[src/ssb_pkg.sv]
// ----------------------------------------------------------------------------
// ssb_pkg: shared types and constants
// Opcodes, status selectors, flag bit positions, I/O page addresses and the
// decoded request record that passes between the soft switch bank modules.
// ----------------------------------------------------------------------------
`default_nettype none

package ssb_pkg;

   typedef enum logic [1:0] {
      OP_READ       = 2'd0,
      OP_WRITE      = 2'd1,
      OP_SET_PADDLE = 2'd2
   } opcode_type;

   typedef enum logic [3:0] {
      SS_NONE       = 4'h0,
      SS_LC_BANK2   = 4'h1,
      SS_LC_READ    = 4'h2,
      SS_RAMRD      = 4'h3,
      SS_RAMWRT     = 4'h4,
      SS_INTCXROM   = 4'h5,
      SS_ALTZP      = 4'h6,
      SS_SLOTC3ROM  = 4'h7,
      SS_80STORE    = 4'h8,
      SS_VBLANK_N   = 4'h9,
      SS_TEXT       = 4'hA,
      SS_MIXED      = 4'hB,
      SS_PAGE2      = 4'hC,
      SS_HIRES      = 4'hD,
      SS_ALTCHAR    = 4'hE,
      SS_80COL      = 4'hF
   } stat_sel_type;

   localparam int MM_W = 6;
   localparam int DF_W = 7;

   localparam logic [2:0] MM_80STORE   = 3'd0;
   localparam logic [2:0] MM_RAMRD     = 3'd1;
   localparam logic [2:0] MM_RAMWRT    = 3'd2;
   localparam logic [2:0] MM_INTCXROM  = 3'd3;
   localparam logic [2:0] MM_ALTZP     = 3'd4;
   localparam logic [2:0] MM_SLOTC3ROM = 3'd5;

   localparam logic [2:0] DF_TEXT    = 3'd0;
   localparam logic [2:0] DF_MIXED   = 3'd1;
   localparam logic [2:0] DF_PAGE2   = 3'd2;
   localparam logic [2:0] DF_HIRES   = 3'd3;
   localparam logic [2:0] DF_80COL   = 3'd4;
   localparam logic [2:0] DF_ALTCHAR = 3'd5;
   localparam logic [2:0] DF_DHIRES  = 3'd6;

   localparam logic [15:0] ADDR_MM_LO       = 16'hC000;
   localparam logic [15:0] ADDR_MM_HI       = 16'hC00B;
   localparam logic [15:0] ADDR_COLCHAR_LO  = 16'hC00C;
   localparam logic [15:0] ADDR_80COL_HI    = 16'hC00D;
   localparam logic [15:0] ADDR_COLCHAR_HI  = 16'hC00F;
   localparam logic [15:0] ADDR_STATUS_LO   = 16'hC011;
   localparam logic [15:0] ADDR_STATUS_HI   = 16'hC01F;
   localparam logic [15:0] ADDR_DISP_LO     = 16'hC050;
   localparam logic [15:0] ADDR_BANK_LO     = 16'hC054;
   localparam logic [15:0] ADDR_DISP_HI     = 16'hC057;
   localparam logic [15:0] ADDR_DHIRES_SET  = 16'hC05E;
   localparam logic [15:0] ADDR_DHIRES_CLR  = 16'hC05F;
   localparam logic [15:0] ADDR_PADDLE_BASE = 16'hC064;
   localparam logic [15:0] ADDR_PTRIG       = 16'hC070;

   localparam logic [7:0] CPU_RESET = 8'd11;

   typedef struct packed {
      logic         is_read;
      logic         mm_wr;
      logic [2:0]   mm_bit;
      logic         disp_wr;
      logic [2:0]   disp_bit;
      logic         flag_val;
      logic         status;
      stat_sel_type stat_sel;
      logic         trig;
      logic         paddle_rd;
      logic [1:0]   paddle_idx;
      logic         set_paddle;
      logic [1:0]   set_axis;
      logic         bank;
   } dec_type;

   typedef struct packed {
      logic lc_bank2;
      logic lc_read_ram;
      logic in_vblank;
   } stat_in_type;

endpackage

`default_nettype wire

[src/ssb_if.sv]
// ----------------------------------------------------------------------------
// ssb_if: request, response and register write channels
// Valid/ready channels with source and sink modports.
// ----------------------------------------------------------------------------
`default_nettype none

interface ssb_req_if;
   logic        valid;
   logic        ready;
   logic [1:0]  opcode;
   logic [15:0] address;
   logic [6:0]  key_bits;
   logic        lc_bank2;
   logic        lc_read_ram;
   logic        in_vblank;
   logic [31:0] cycle_now;
   logic [1:0]  axis;
   logic [7:0]  position;

   modport source (output valid, opcode, address, key_bits, lc_bank2, lc_read_ram,
                   in_vblank, cycle_now, axis, position, input ready);
   modport sink (input valid, opcode, address, key_bits, lc_bank2, lc_read_ram,
                 in_vblank, cycle_now, axis, position, output ready);
endinterface

interface ssb_rsp_if;
   logic       valid;
   logic       ready;
   logic [7:0] read_data;
   logic       banking_changed;

   modport source (output valid, read_data, banking_changed, input ready);
   modport sink (input valid, read_data, banking_changed, output ready);
endinterface

interface ssb_csr_if;
   logic       valid;
   logic       ready;
   logic [7:0] cycles_per_unit;

   modport source (output valid, cycles_per_unit, input ready);
   modport sink (input valid, cycles_per_unit, output ready);
endinterface

`default_nettype wire

[src/ssb_decode.sv]
// ----------------------------------------------------------------------------
// ssb_decode: I/O page address decoder
// Turns one registered request into switch, status and paddle selects.
// ----------------------------------------------------------------------------
`default_nettype none

module ssb_decode #(
   parameter int AXIS_COUNT = 4
) (
   input  wire logic [1:0]      opcode,
   input  wire logic [15:0]     address,
   input  wire logic [1:0]      axis,
   output ssb_pkg::dec_type     dec
);
   import ssb_pkg::*;

   logic        is_read;
   logic        is_write;
   logic        in_mm;
   logic        acc;
   logic        in_colchar;
   logic        in_disp;
   logic        in_dhires;
   logic [16:0] paddle_end;
   logic [15:0] paddle_off;

   assign is_read    = opcode == OP_READ;
   assign is_write   = opcode == OP_WRITE;
   assign in_mm      = address >= ADDR_MM_LO && address <= ADDR_MM_HI;
   assign acc        = is_read || (is_write && !in_mm);
   assign in_colchar = address >= ADDR_COLCHAR_LO && address <= ADDR_COLCHAR_HI;
   assign in_disp    = address >= ADDR_DISP_LO && address <= ADDR_DISP_HI;
   assign in_dhires  = address == ADDR_DHIRES_SET || address == ADDR_DHIRES_CLR;
   assign paddle_end = {1'b0, ADDR_PADDLE_BASE} + 17'(AXIS_COUNT);
   assign paddle_off = address - ADDR_PADDLE_BASE;

   always_comb begin
      dec            = '0;
      dec.is_read    = is_read;
      dec.mm_wr      = is_write && in_mm;
      dec.mm_bit     = address[3:1];
      dec.disp_wr    = acc && (in_colchar || in_disp || in_dhires);
      dec.flag_val   = address[0];
      priority if (in_colchar) begin
         dec.disp_bit = (address <= ADDR_80COL_HI) ? DF_80COL : DF_ALTCHAR;
      end else if (in_disp) begin
         dec.disp_bit = {1'b0, address[2:1]};
      end else begin
         dec.disp_bit = DF_DHIRES;
         if (in_dhires) begin
            dec.flag_val = address == ADDR_DHIRES_SET;
         end
      end
      dec.status     = is_read && address >= ADDR_STATUS_LO && address <= ADDR_STATUS_HI;
      dec.stat_sel   = stat_sel_type'(address[3:0]);
      dec.trig       = acc && address == ADDR_PTRIG;
      dec.paddle_rd  = is_read && address >= ADDR_PADDLE_BASE
                       && {1'b0, address} < paddle_end;
      dec.paddle_idx = paddle_off[1:0];
      dec.set_paddle = opcode == OP_SET_PADDLE && {30'b0, axis} < 32'(AXIS_COUNT);
      dec.set_axis   = axis;
      dec.bank       = acc && ((address >= ADDR_BANK_LO && address <= ADDR_DISP_HI)
                       || in_dhires);
   end

endmodule

`default_nettype wire

[src/ssb_flags.sv]
// ----------------------------------------------------------------------------
// ssb_flags: memory map and display flag registers
// Holds the soft switch flags and selects the status bit for $C011-$C01F.
// ----------------------------------------------------------------------------
`default_nettype none

module ssb_flags (
   input  wire logic                  clock,
   input  wire logic                  reset,
   input  wire logic                  advance,
   input  wire ssb_pkg::dec_type      dec,
   input  wire ssb_pkg::stat_in_type  stat_in,
   output logic                       status_bit
);
   import ssb_pkg::*;

   logic [MM_W-1:0] mm_ff;
   logic [MM_W-1:0] mm_in;
   logic [DF_W-1:0] df_ff;
   logic [DF_W-1:0] df_in;

   always_comb begin
      mm_in = mm_ff;
      df_in = df_ff;
      if (advance && dec.mm_wr) begin
         mm_in[dec.mm_bit] = dec.flag_val;
      end
      if (advance && dec.disp_wr) begin
         df_in[dec.disp_bit] = dec.flag_val;
      end
   end

   always_ff @(posedge clock) begin
      if (reset) begin
         mm_ff <= '0;
         df_ff <= '0;
      end else begin
         mm_ff <= mm_in;
         df_ff <= df_in;
      end
   end

   always_comb begin
      unique case (dec.stat_sel)
         SS_LC_BANK2:  status_bit = stat_in.lc_bank2;
         SS_LC_READ:   status_bit = stat_in.lc_read_ram;
         SS_RAMRD:     status_bit = mm_ff[MM_RAMRD];
         SS_RAMWRT:    status_bit = mm_ff[MM_RAMWRT];
         SS_INTCXROM:  status_bit = mm_ff[MM_INTCXROM];
         SS_ALTZP:     status_bit = mm_ff[MM_ALTZP];
         SS_SLOTC3ROM: status_bit = mm_ff[MM_SLOTC3ROM];
         SS_80STORE:   status_bit = mm_ff[MM_80STORE];
         SS_VBLANK_N:  status_bit = !stat_in.in_vblank;
         SS_TEXT:      status_bit = df_ff[DF_TEXT];
         SS_MIXED:     status_bit = df_ff[DF_MIXED];
         SS_PAGE2:     status_bit = df_ff[DF_PAGE2];
         SS_HIRES:     status_bit = df_ff[DF_HIRES];
         SS_ALTCHAR:   status_bit = df_ff[DF_ALTCHAR];
         SS_80COL:     status_bit = df_ff[DF_80COL];
         default:      status_bit = 1'b0;
      endcase
   end

endmodule

`default_nettype wire

[src/ssb_paddle.sv]
// ----------------------------------------------------------------------------
// ssb_paddle: game port paddle timer
// Holds paddle positions, the trigger cycle and cycles per unit, and compares
// elapsed cycles against position times cycles per unit.
// ----------------------------------------------------------------------------
`default_nettype none

module ssb_paddle #(
   parameter int AXIS_COUNT    = 4,
   parameter int CYCLE_WIDTH   = 32,
   parameter int PADDLE_CENTER = 128
) (
   input  wire logic              clock,
   input  wire logic              reset,
   input  wire logic              advance,
   input  wire ssb_pkg::dec_type  dec,
   input  wire logic [31:0]       cycle_now,
   input  wire logic [7:0]        position,
   input  wire logic              csr_write,
   input  wire logic [7:0]        csr_data,
   output logic                   paddle_high
);
   import ssb_pkg::*;

   localparam int IDX_W = (AXIS_COUNT > 1) ? $clog2(AXIS_COUNT) : 1;

   logic [7:0]             pos_ff [AXIS_COUNT];
   logic [CYCLE_WIDTH-1:0] trig_ff;
   logic [7:0]             cpu_ff;
   logic [63:0]            now_ext;
   logic [CYCLE_WIDTH-1:0] now_w;
   logic [CYCLE_WIDTH-1:0] elapsed;
   logic [15:0]            span;

   assign now_ext     = {32'b0, cycle_now};
   assign now_w       = now_ext[CYCLE_WIDTH-1:0];
   assign elapsed     = now_w - trig_ff;
   assign span        = pos_ff[dec.paddle_idx[IDX_W-1:0]] * cpu_ff;
   assign paddle_high = elapsed < CYCLE_WIDTH'(span);

   always_ff @(posedge clock) begin
      if (reset) begin
         for (int i = 0; i < AXIS_COUNT; i++) begin
            pos_ff[i] <= 8'(PADDLE_CENTER);
         end
         trig_ff <= '0;
         cpu_ff  <= CPU_RESET;
      end else begin
         if (advance && dec.set_paddle) begin
            pos_ff[dec.set_axis[IDX_W-1:0]] <= position;
         end
         if (advance && dec.trig) begin
            trig_ff <= now_w;
         end
         if (csr_write) begin
            cpu_ff <= csr_data;
         end
      end
   end

endmodule

`default_nettype wire

[src/soft_switch_bank_paddle_timer_core.sv]
// ----------------------------------------------------------------------------
// soft_switch_bank_paddle_timer_core: soft switch bank and paddle timer
// Decodes I/O page bus requests, keeps memory map and display flags, answers
// status and paddle reads, and arms the paddle one-shots.
//
//   channel  dir  handshake     payload
//   req_ch   in   valid/ready   opcode address key_bits lc_* in_vblank
//                               cycle_now axis position
//   rsp_ch   out  valid/ready   read_data banking_changed
//   csr_ch   in   valid/ready   cycles_per_unit
//
// One request per cycle while the response is not stalled; a request passes
// an input register, then decode, flag update and the paddle compare into the
// response register. Flag and paddle state change as a request enters the
// response register. Reset needs no clearing pass. A stalled response
// holds the input register, which then deasserts ready.
// Register writes are taken in any cycle.
// ----------------------------------------------------------------------------
`default_nettype none

module soft_switch_bank_paddle_timer_core #(
   parameter int AXIS_COUNT    = 4,
   parameter int CYCLE_WIDTH   = 32,
   parameter int PADDLE_CENTER = 128
) (
   input  wire logic   clock,
   input  wire logic   reset,
   ssb_req_if.sink     req_ch,
   ssb_rsp_if.source   rsp_ch,
   ssb_csr_if.sink     csr_ch
);
   import ssb_pkg::*;

   logic        s1_valid_ff;
   logic [1:0]  s1_opcode_ff;
   logic [15:0] s1_address_ff;
   logic [6:0]  s1_key_ff;
   stat_in_type s1_stat_ff;
   logic [31:0] s1_cycle_ff;
   logic [1:0]  s1_axis_ff;
   logic [7:0]  s1_position_ff;

   logic        rsp_valid_ff;
   logic [7:0]  rsp_data_ff;
   logic [7:0]  rsp_data_in;
   logic        rsp_bank_ff;

   logic        advance;
   logic        req_fire;
   dec_type     dec;
   logic        status_bit;
   logic        paddle_high;

   assign advance      = s1_valid_ff && (!rsp_valid_ff || rsp_ch.ready);
   assign req_ch.ready = !s1_valid_ff || advance;
   assign req_fire     = req_ch.valid && req_ch.ready;
   assign csr_ch.ready = 1'b1;

   assign rsp_ch.valid           = rsp_valid_ff;
   assign rsp_ch.read_data       = rsp_data_ff;
   assign rsp_ch.banking_changed = rsp_bank_ff;

   ssb_decode #(
      .AXIS_COUNT (AXIS_COUNT)
   ) u_decode (
      .opcode  (s1_opcode_ff),
      .address (s1_address_ff),
      .axis    (s1_axis_ff),
      .dec     (dec)
   );

   ssb_flags u_flags (
      .clock      (clock),
      .reset      (reset),
      .advance    (advance),
      .dec        (dec),
      .stat_in    (s1_stat_ff),
      .status_bit (status_bit)
   );

   ssb_paddle #(
      .AXIS_COUNT    (AXIS_COUNT),
      .CYCLE_WIDTH   (CYCLE_WIDTH),
      .PADDLE_CENTER (PADDLE_CENTER)
   ) u_paddle (
      .clock       (clock),
      .reset       (reset),
      .advance     (advance),
      .dec         (dec),
      .cycle_now   (s1_cycle_ff),
      .position    (s1_position_ff),
      .csr_write   (csr_ch.valid && csr_ch.ready),
      .csr_data    (csr_ch.cycles_per_unit),
      .paddle_high (paddle_high)
   );

   always_comb begin
      priority if (dec.status) begin
         rsp_data_in = {status_bit, s1_key_ff};
      end else if (dec.paddle_rd) begin
         rsp_data_in = {paddle_high, 7'b0};
      end else begin
         rsp_data_in = 8'h00;
      end
   end

   always_ff @(posedge clock) begin
      if (reset) begin
         s1_valid_ff  <= 1'b0;
         rsp_valid_ff <= 1'b0;
      end else begin
         if (req_ch.ready) begin
            s1_valid_ff <= req_ch.valid;
         end
         if (advance) begin
            rsp_valid_ff <= 1'b1;
         end else if (rsp_ch.ready) begin
            rsp_valid_ff <= 1'b0;
         end
      end
   end

   always_ff @(posedge clock) begin
      if (req_fire) begin
         s1_opcode_ff   <= req_ch.opcode;
         s1_address_ff  <= req_ch.address;
         s1_key_ff      <= req_ch.key_bits;
         s1_stat_ff     <= '{lc_bank2: req_ch.lc_bank2, lc_read_ram: req_ch.lc_read_ram,
                             in_vblank: req_ch.in_vblank};
         s1_cycle_ff    <= req_ch.cycle_now;
         s1_axis_ff     <= req_ch.axis;
         s1_position_ff <= req_ch.position;
      end
      if (advance) begin
         rsp_data_ff <= rsp_data_in;
         rsp_bank_ff <= dec.bank;
      end
   end

   a_bank_reads_zero: assert property (@(posedge clock) disable iff (reset)
      rsp_valid_ff && rsp_bank_ff |-> rsp_data_ff == 8'h00)
      else $error("banking response carries nonzero read data");

   a_write_no_data: assert property (@(posedge clock) disable iff (reset)
      advance && s1_opcode_ff == OP_WRITE |=> rsp_data_ff == 8'h00)
      else $error("write request produced read data");

   a_full_stage_moves: assert property (@(posedge clock) disable iff (reset)
      req_fire && s1_valid_ff |-> advance)
      else $error("request taken while input register could not drain");

   a_reset_empty: assert property (@(posedge clock)
      $past(reset) |-> !rsp_valid_ff && !s1_valid_ff)
      else $error("pipeline not empty after reset");

endmodule

`default_nettype wire

[src/flat_wrapper.sv]
// flat-port wrapper written by rule: the top's interface ports become plain ports
module soft_switch_bank_paddle_timer_core_flat import ssb_pkg::*;
#(
   parameter int AXIS_COUNT    = 4,
   parameter int CYCLE_WIDTH   = 32,
   parameter int PADDLE_CENTER = 128
)
  (clock, reset, req_ch_valid, req_ch_opcode, req_ch_address, req_ch_key_bits, req_ch_lc_bank2, req_ch_lc_read_ram, req_ch_in_vblank, req_ch_cycle_now, req_ch_axis, req_ch_position, req_ch_ready, rsp_ch_valid, rsp_ch_read_data, rsp_ch_banking_changed, rsp_ch_ready, csr_ch_valid, csr_ch_cycles_per_unit, csr_ch_ready);
  ssb_req_if req_ch_i ();
  ssb_rsp_if rsp_ch_i ();
  ssb_csr_if csr_ch_i ();
  input  wire logic clock;
  input  wire logic reset;
  input wire logic [$bits(req_ch_i.valid)-1:0] req_ch_valid;
  input wire logic [$bits(req_ch_i.opcode)-1:0] req_ch_opcode;
  input wire logic [$bits(req_ch_i.address)-1:0] req_ch_address;
  input wire logic [$bits(req_ch_i.key_bits)-1:0] req_ch_key_bits;
  input wire logic [$bits(req_ch_i.lc_bank2)-1:0] req_ch_lc_bank2;
  input wire logic [$bits(req_ch_i.lc_read_ram)-1:0] req_ch_lc_read_ram;
  input wire logic [$bits(req_ch_i.in_vblank)-1:0] req_ch_in_vblank;
  input wire logic [$bits(req_ch_i.cycle_now)-1:0] req_ch_cycle_now;
  input wire logic [$bits(req_ch_i.axis)-1:0] req_ch_axis;
  input wire logic [$bits(req_ch_i.position)-1:0] req_ch_position;
  output wire logic [$bits(req_ch_i.ready)-1:0] req_ch_ready;
  output wire logic [$bits(rsp_ch_i.valid)-1:0] rsp_ch_valid;
  output wire logic [$bits(rsp_ch_i.read_data)-1:0] rsp_ch_read_data;
  output wire logic [$bits(rsp_ch_i.banking_changed)-1:0] rsp_ch_banking_changed;
  input wire logic [$bits(rsp_ch_i.ready)-1:0] rsp_ch_ready;
  input wire logic [$bits(csr_ch_i.valid)-1:0] csr_ch_valid;
  input wire logic [$bits(csr_ch_i.cycles_per_unit)-1:0] csr_ch_cycles_per_unit;
  output wire logic [$bits(csr_ch_i.ready)-1:0] csr_ch_ready;
  assign req_ch_i.valid = req_ch_valid;
  assign req_ch_i.opcode = req_ch_opcode;
  assign req_ch_i.address = req_ch_address;
  assign req_ch_i.key_bits = req_ch_key_bits;
  assign req_ch_i.lc_bank2 = req_ch_lc_bank2;
  assign req_ch_i.lc_read_ram = req_ch_lc_read_ram;
  assign req_ch_i.in_vblank = req_ch_in_vblank;
  assign req_ch_i.cycle_now = req_ch_cycle_now;
  assign req_ch_i.axis = req_ch_axis;
  assign req_ch_i.position = req_ch_position;
  assign req_ch_ready = req_ch_i.ready;
  assign rsp_ch_valid = rsp_ch_i.valid;
  assign rsp_ch_read_data = rsp_ch_i.read_data;
  assign rsp_ch_banking_changed = rsp_ch_i.banking_changed;
  assign rsp_ch_i.ready = rsp_ch_ready;
  assign csr_ch_i.valid = csr_ch_valid;
  assign csr_ch_i.cycles_per_unit = csr_ch_cycles_per_unit;
  assign csr_ch_ready = csr_ch_i.ready;
  soft_switch_bank_paddle_timer_core #(.AXIS_COUNT(AXIS_COUNT), .CYCLE_WIDTH(CYCLE_WIDTH), .PADDLE_CENTER(PADDLE_CENTER)) u_core (.clock(clock), .reset(reset), .req_ch(req_ch_i), .rsp_ch(rsp_ch_i), .csr_ch(csr_ch_i));
endmodule
[config.mk]
export PLATFORM = sky130hd
export DESIGN_NAME = soft_switch_bank_paddle_timer_core_flat
export DESIGN_NICKNAME = d
export VERILOG_FILES = /design/src/ssb_pkg.sv /design/src/ssb_if.sv /design/src/ssb_decode.sv /design/src/ssb_flags.sv /design/src/ssb_paddle.sv /design/src/soft_switch_bank_paddle_timer_core.sv /design/src/flat_wrapper.sv
export SDC_FILE = /design/constraint.sdc
export NUM_CORES = 1
export LEC_CHECK = 0
export BUFFER_PORTS_ARGS = -buffer_cell sky130_fd_sc_hd__buf_2
export CAP_MARGIN = 10
export CORE_ASPECT_RATIO = 1.5
export CORE_MARGIN = 4
export CORE_UTILIZATION = 40
export DETAILED_ROUTE_END_ITERATION = 12
export SYNTH_ARGS = -nofsm -noshare
export SYNTH_HDL_FRONTEND = slang
export SYNTH_HIERARCHICAL = 1
export SYNTH_SLANG_ARGS = --single-unit
export TNS_END_PERCENT = 5
[constraint.sdc]
create_clock -name clock -period 18.3 [get_ports clock]
set_input_delay 2.745 -clock clock [delete_from_list [all_inputs] [get_ports clock]]
set_output_delay 2.745 -clock clock [all_outputs]
set_load 0.02 [all_outputs]
==> impl_metrics.tcl <==
set metrics [dict create \
    p_leak_nw 4.74 \
    maxCapViolCount 0 \
    report.final.hold_viol_count 0 \
    critPathCapture "u_core/rsp_ch.read_data[7]" \
    syn_nets 1241 \
    cts_buffer_depth 2 \
    postCtsSetupRepairBufs 0 \
    io_buffers 93 \
    intPower_mw 0.694 \
    syn_inst 1039 \
    worst-r2r-setup-slack_ns 10.35 \
    yosysWarnings 6 \
    path_max_fanout 16 \
    hp-class "register to register" \
    cp_num_cells 30 \
    crit_path_start "u_core/s1_address_ff[0]" \
    setup_viol 0 \
    slew_viol_final 0 \
    num_vias 7568 \
    cts_resized 0 \
    critical_path_buf_inv_count 3 \
    root_buffer "clkbuf_16" \
    grt_pass1_vias 7761 \
    finClkSkew_ns 0.0152 \
    power.switching_mw 0.312 \
    grt_start_max_net_pins 71 \
    reg2reg_from "u_core/s1_address_ff[0]" \
    die-height_um 208 \
    wl_mm 23.0 \
    cpPeakStageDelay_ns 0.94 \
    core-area_um2 26400 \
    relSlewSlack_pct 30.9 \
    rsz0062_at_grt "no" \
    place_hpwl_mm 17.4 \
    fin_cells 1459 \
    crit_top_cell "fa_1" \
    cpMaxStageDelayCell "edfxtp_1" \
    numClockSinks 165 \
    worst_slew_pin_slew_ns 1.03 \
    antenna_found_initial 0 \
    area_delta_synth_final_pct 11.9 \
    clockPowerShare_pct 35.2 \
    n_fill_cell 2477 \
    outcome "completed" \
    timing.rr.end "u_core/rsp_ch.read_data[7]" \
    cts_tree "built" \
    dp_cells 1427 \
    fmax_mhz 126 \
    critPathTopFamily "adder cells" \
    arrival_ns 8.23 \
    die_w_um 141 \
    numCtsBuffers 17 \
    p_sw_share_pct 31.0 \
    cts_htree_levels 4 \
    finalCriticalPeriod_ns 7.95 \
    worst-setup-path-type "register to register" \
    insertion_delay_ns 0.45 \
    syn_avg_cell_area_um2 10.3 \
    fp.dieArea_um2 29500 \
    drt_iter0_drc 393 \
    layout-drive-gt1-share_pct 14.7 \
    placed_cell_area_um2 11400 \
    remaining_drc_errors 0 \
    viasPerCell 5.19 \
    initial_core_util_pct 40.5 \
    crit_path_end_kind "register" \
    cts_hold_buf 0 \
    startpoint_type "register" \
    gp_congestion 0.857 \
    fin_crit_sh_pct 43.4 \
    p_comb_share_pct 22.4 \
    critPathRequiredTime_ns 18.58 \
    fin_nets 1311 \
    powerDensity_nw_per_um2 84.1 \
    postRouteAntennaNets 0 \
    routedWlPerCell_um 15.8 \
    rows 73 \
    fin_area_um2 12000 \
    grt_use_total_pct 16.3 \
    p_total_mw 1.01 \
    pin_count 95 \
    clkTransAtPathRegs_ns 0.08 \
    setup_tns_ns 0 \
    power.share.sequential_pct 42.4 \
    synth_area_um2 10700 \
    peakVddDrop_v 0.0000707 \
    grt_pass1_wl_mm 38.3 \
    dr.pass1.iters 5 \
    insertedDiodeCount 0 \
    r2r_cells 30 \
    grt_overflow 0 \
]
-- sequential cells by signal (all words and copies together), names as in the netlist, 3 cells and up --
name,cells
u_core/u_paddle/pos_ff,32
u_core/s1_address_ff,16
u_core/rsp_ch.read_data,8
u_core/s1_cycle_ff,32
u_core/u_flags/df_ff,6
u_core/u_paddle/cpu_ff,8
u_core/s1_key_ff,7
u_core/u_paddle/trig_ff,32
u_core/s1_position_ff,8
u_core/s1_stat_ff,3
u_core/u_flags/mm_ff,6
-- cell usage in the layout, fill, tap and decap left out, drive strengths merged, types with 17 or more instances in the layout --
| master | instances |
|---|---|
| nand2 | 113 |
| inv | 106 |
| fa | 37 |
| nor2 | 39 |
| xnor2 | 27 |
| buf | 98 |
| edfxtp | 111 |
| mux2i | 18 |
| o21ai | 30 |
| and2 | 94 |
| ha | 82 |
| dfxtp | 54 |
| a21oi | 80 |
| clkbuf | 17 |
-- worst min-delay path by stage --
stage / startpoint / to / slack, ns / cells after the start
after floorplan: u_core/u_paddle/trig_ff[10] / u_core/u_paddle/trig_ff[10] / 0.44 / 2
after global placement: u_core/u_paddle/trig_ff[13] / u_core/u_paddle/trig_ff[13] / 0.44 / 2
after detailed placement: u_core/u_paddle/trig_ff[2] / u_core/u_paddle/trig_ff[2] / 0.45 / 2
after CTS: u_core/u_paddle/trig_ff[2] / u_core/u_paddle/trig_ff[2] / 0.46 / 2
after global routing: u_core/u_paddle/trig_ff[5] / u_core/u_paddle/trig_ff[5] / 0.47 / 2
final: u_core/u_paddle/trig_ff[16] / u_core/u_paddle/trig_ff[16] / 0.45 / 2
-- metrics by stage --
stage               utilization, %  setup WS [ns]  hold slack (ns)
finish                        45.3          10.35            0.453
global route                  45.3           9.57            0.471
CTS                           45.3          10.27            0.457
detailed placement            43.1          10.30            0.447
global placement              43.1          10.49            0.442
floorplan                        -          11.19            0.436
-- cell type report --
type | count | area [um2] | area share [%]
Multi-Input combinational cell | 731 | 5670 | 47.4
Sequential cell | 165 | 4410 | 36.9
Timing Repair Buffer | 98 | 503 | 4.20
Clock buffer | 17 | 425 | 3.56
Tap cell | 337 | 422 | 3.52
Inverter | 96 | 360 | 3.01
Clock inverter | 15 | 173 | 1.44
-- layer usage --
| metal | vias to the layer above | track usage (%) | share of wire [%] |
|---|---|---|---|
| li1 | 3764 | - | - |
| met1 | 3637 | 19.2 | 41 |
| met2 | 135 | 28.9 | 52 |
| met3 | 32 | 3.06 | 3.5 |
| met4 | 0 | 6.89 | 2.6 |
| met5 | - | 0 | 0 |
-- power groups by stage --
stage               clock (mW)  combinational, mW  sequential, mW
floorplan                    0              0.169           0.429
global placement             0              0.221           0.435
detailed placement           0              0.225           0.435
CTS                      0.368              0.228           0.427
global route             0.383              0.259           0.428
finish                   0.354              0.225           0.426
-- tightest hold or removal path, stage by stage, from the launching register on --
cell and delay (ns):
dfxtp_1 0.31, nand2_1 0.05, a21oi_1 0.05
Note: power is estimated with default switching activity, not from simulation.
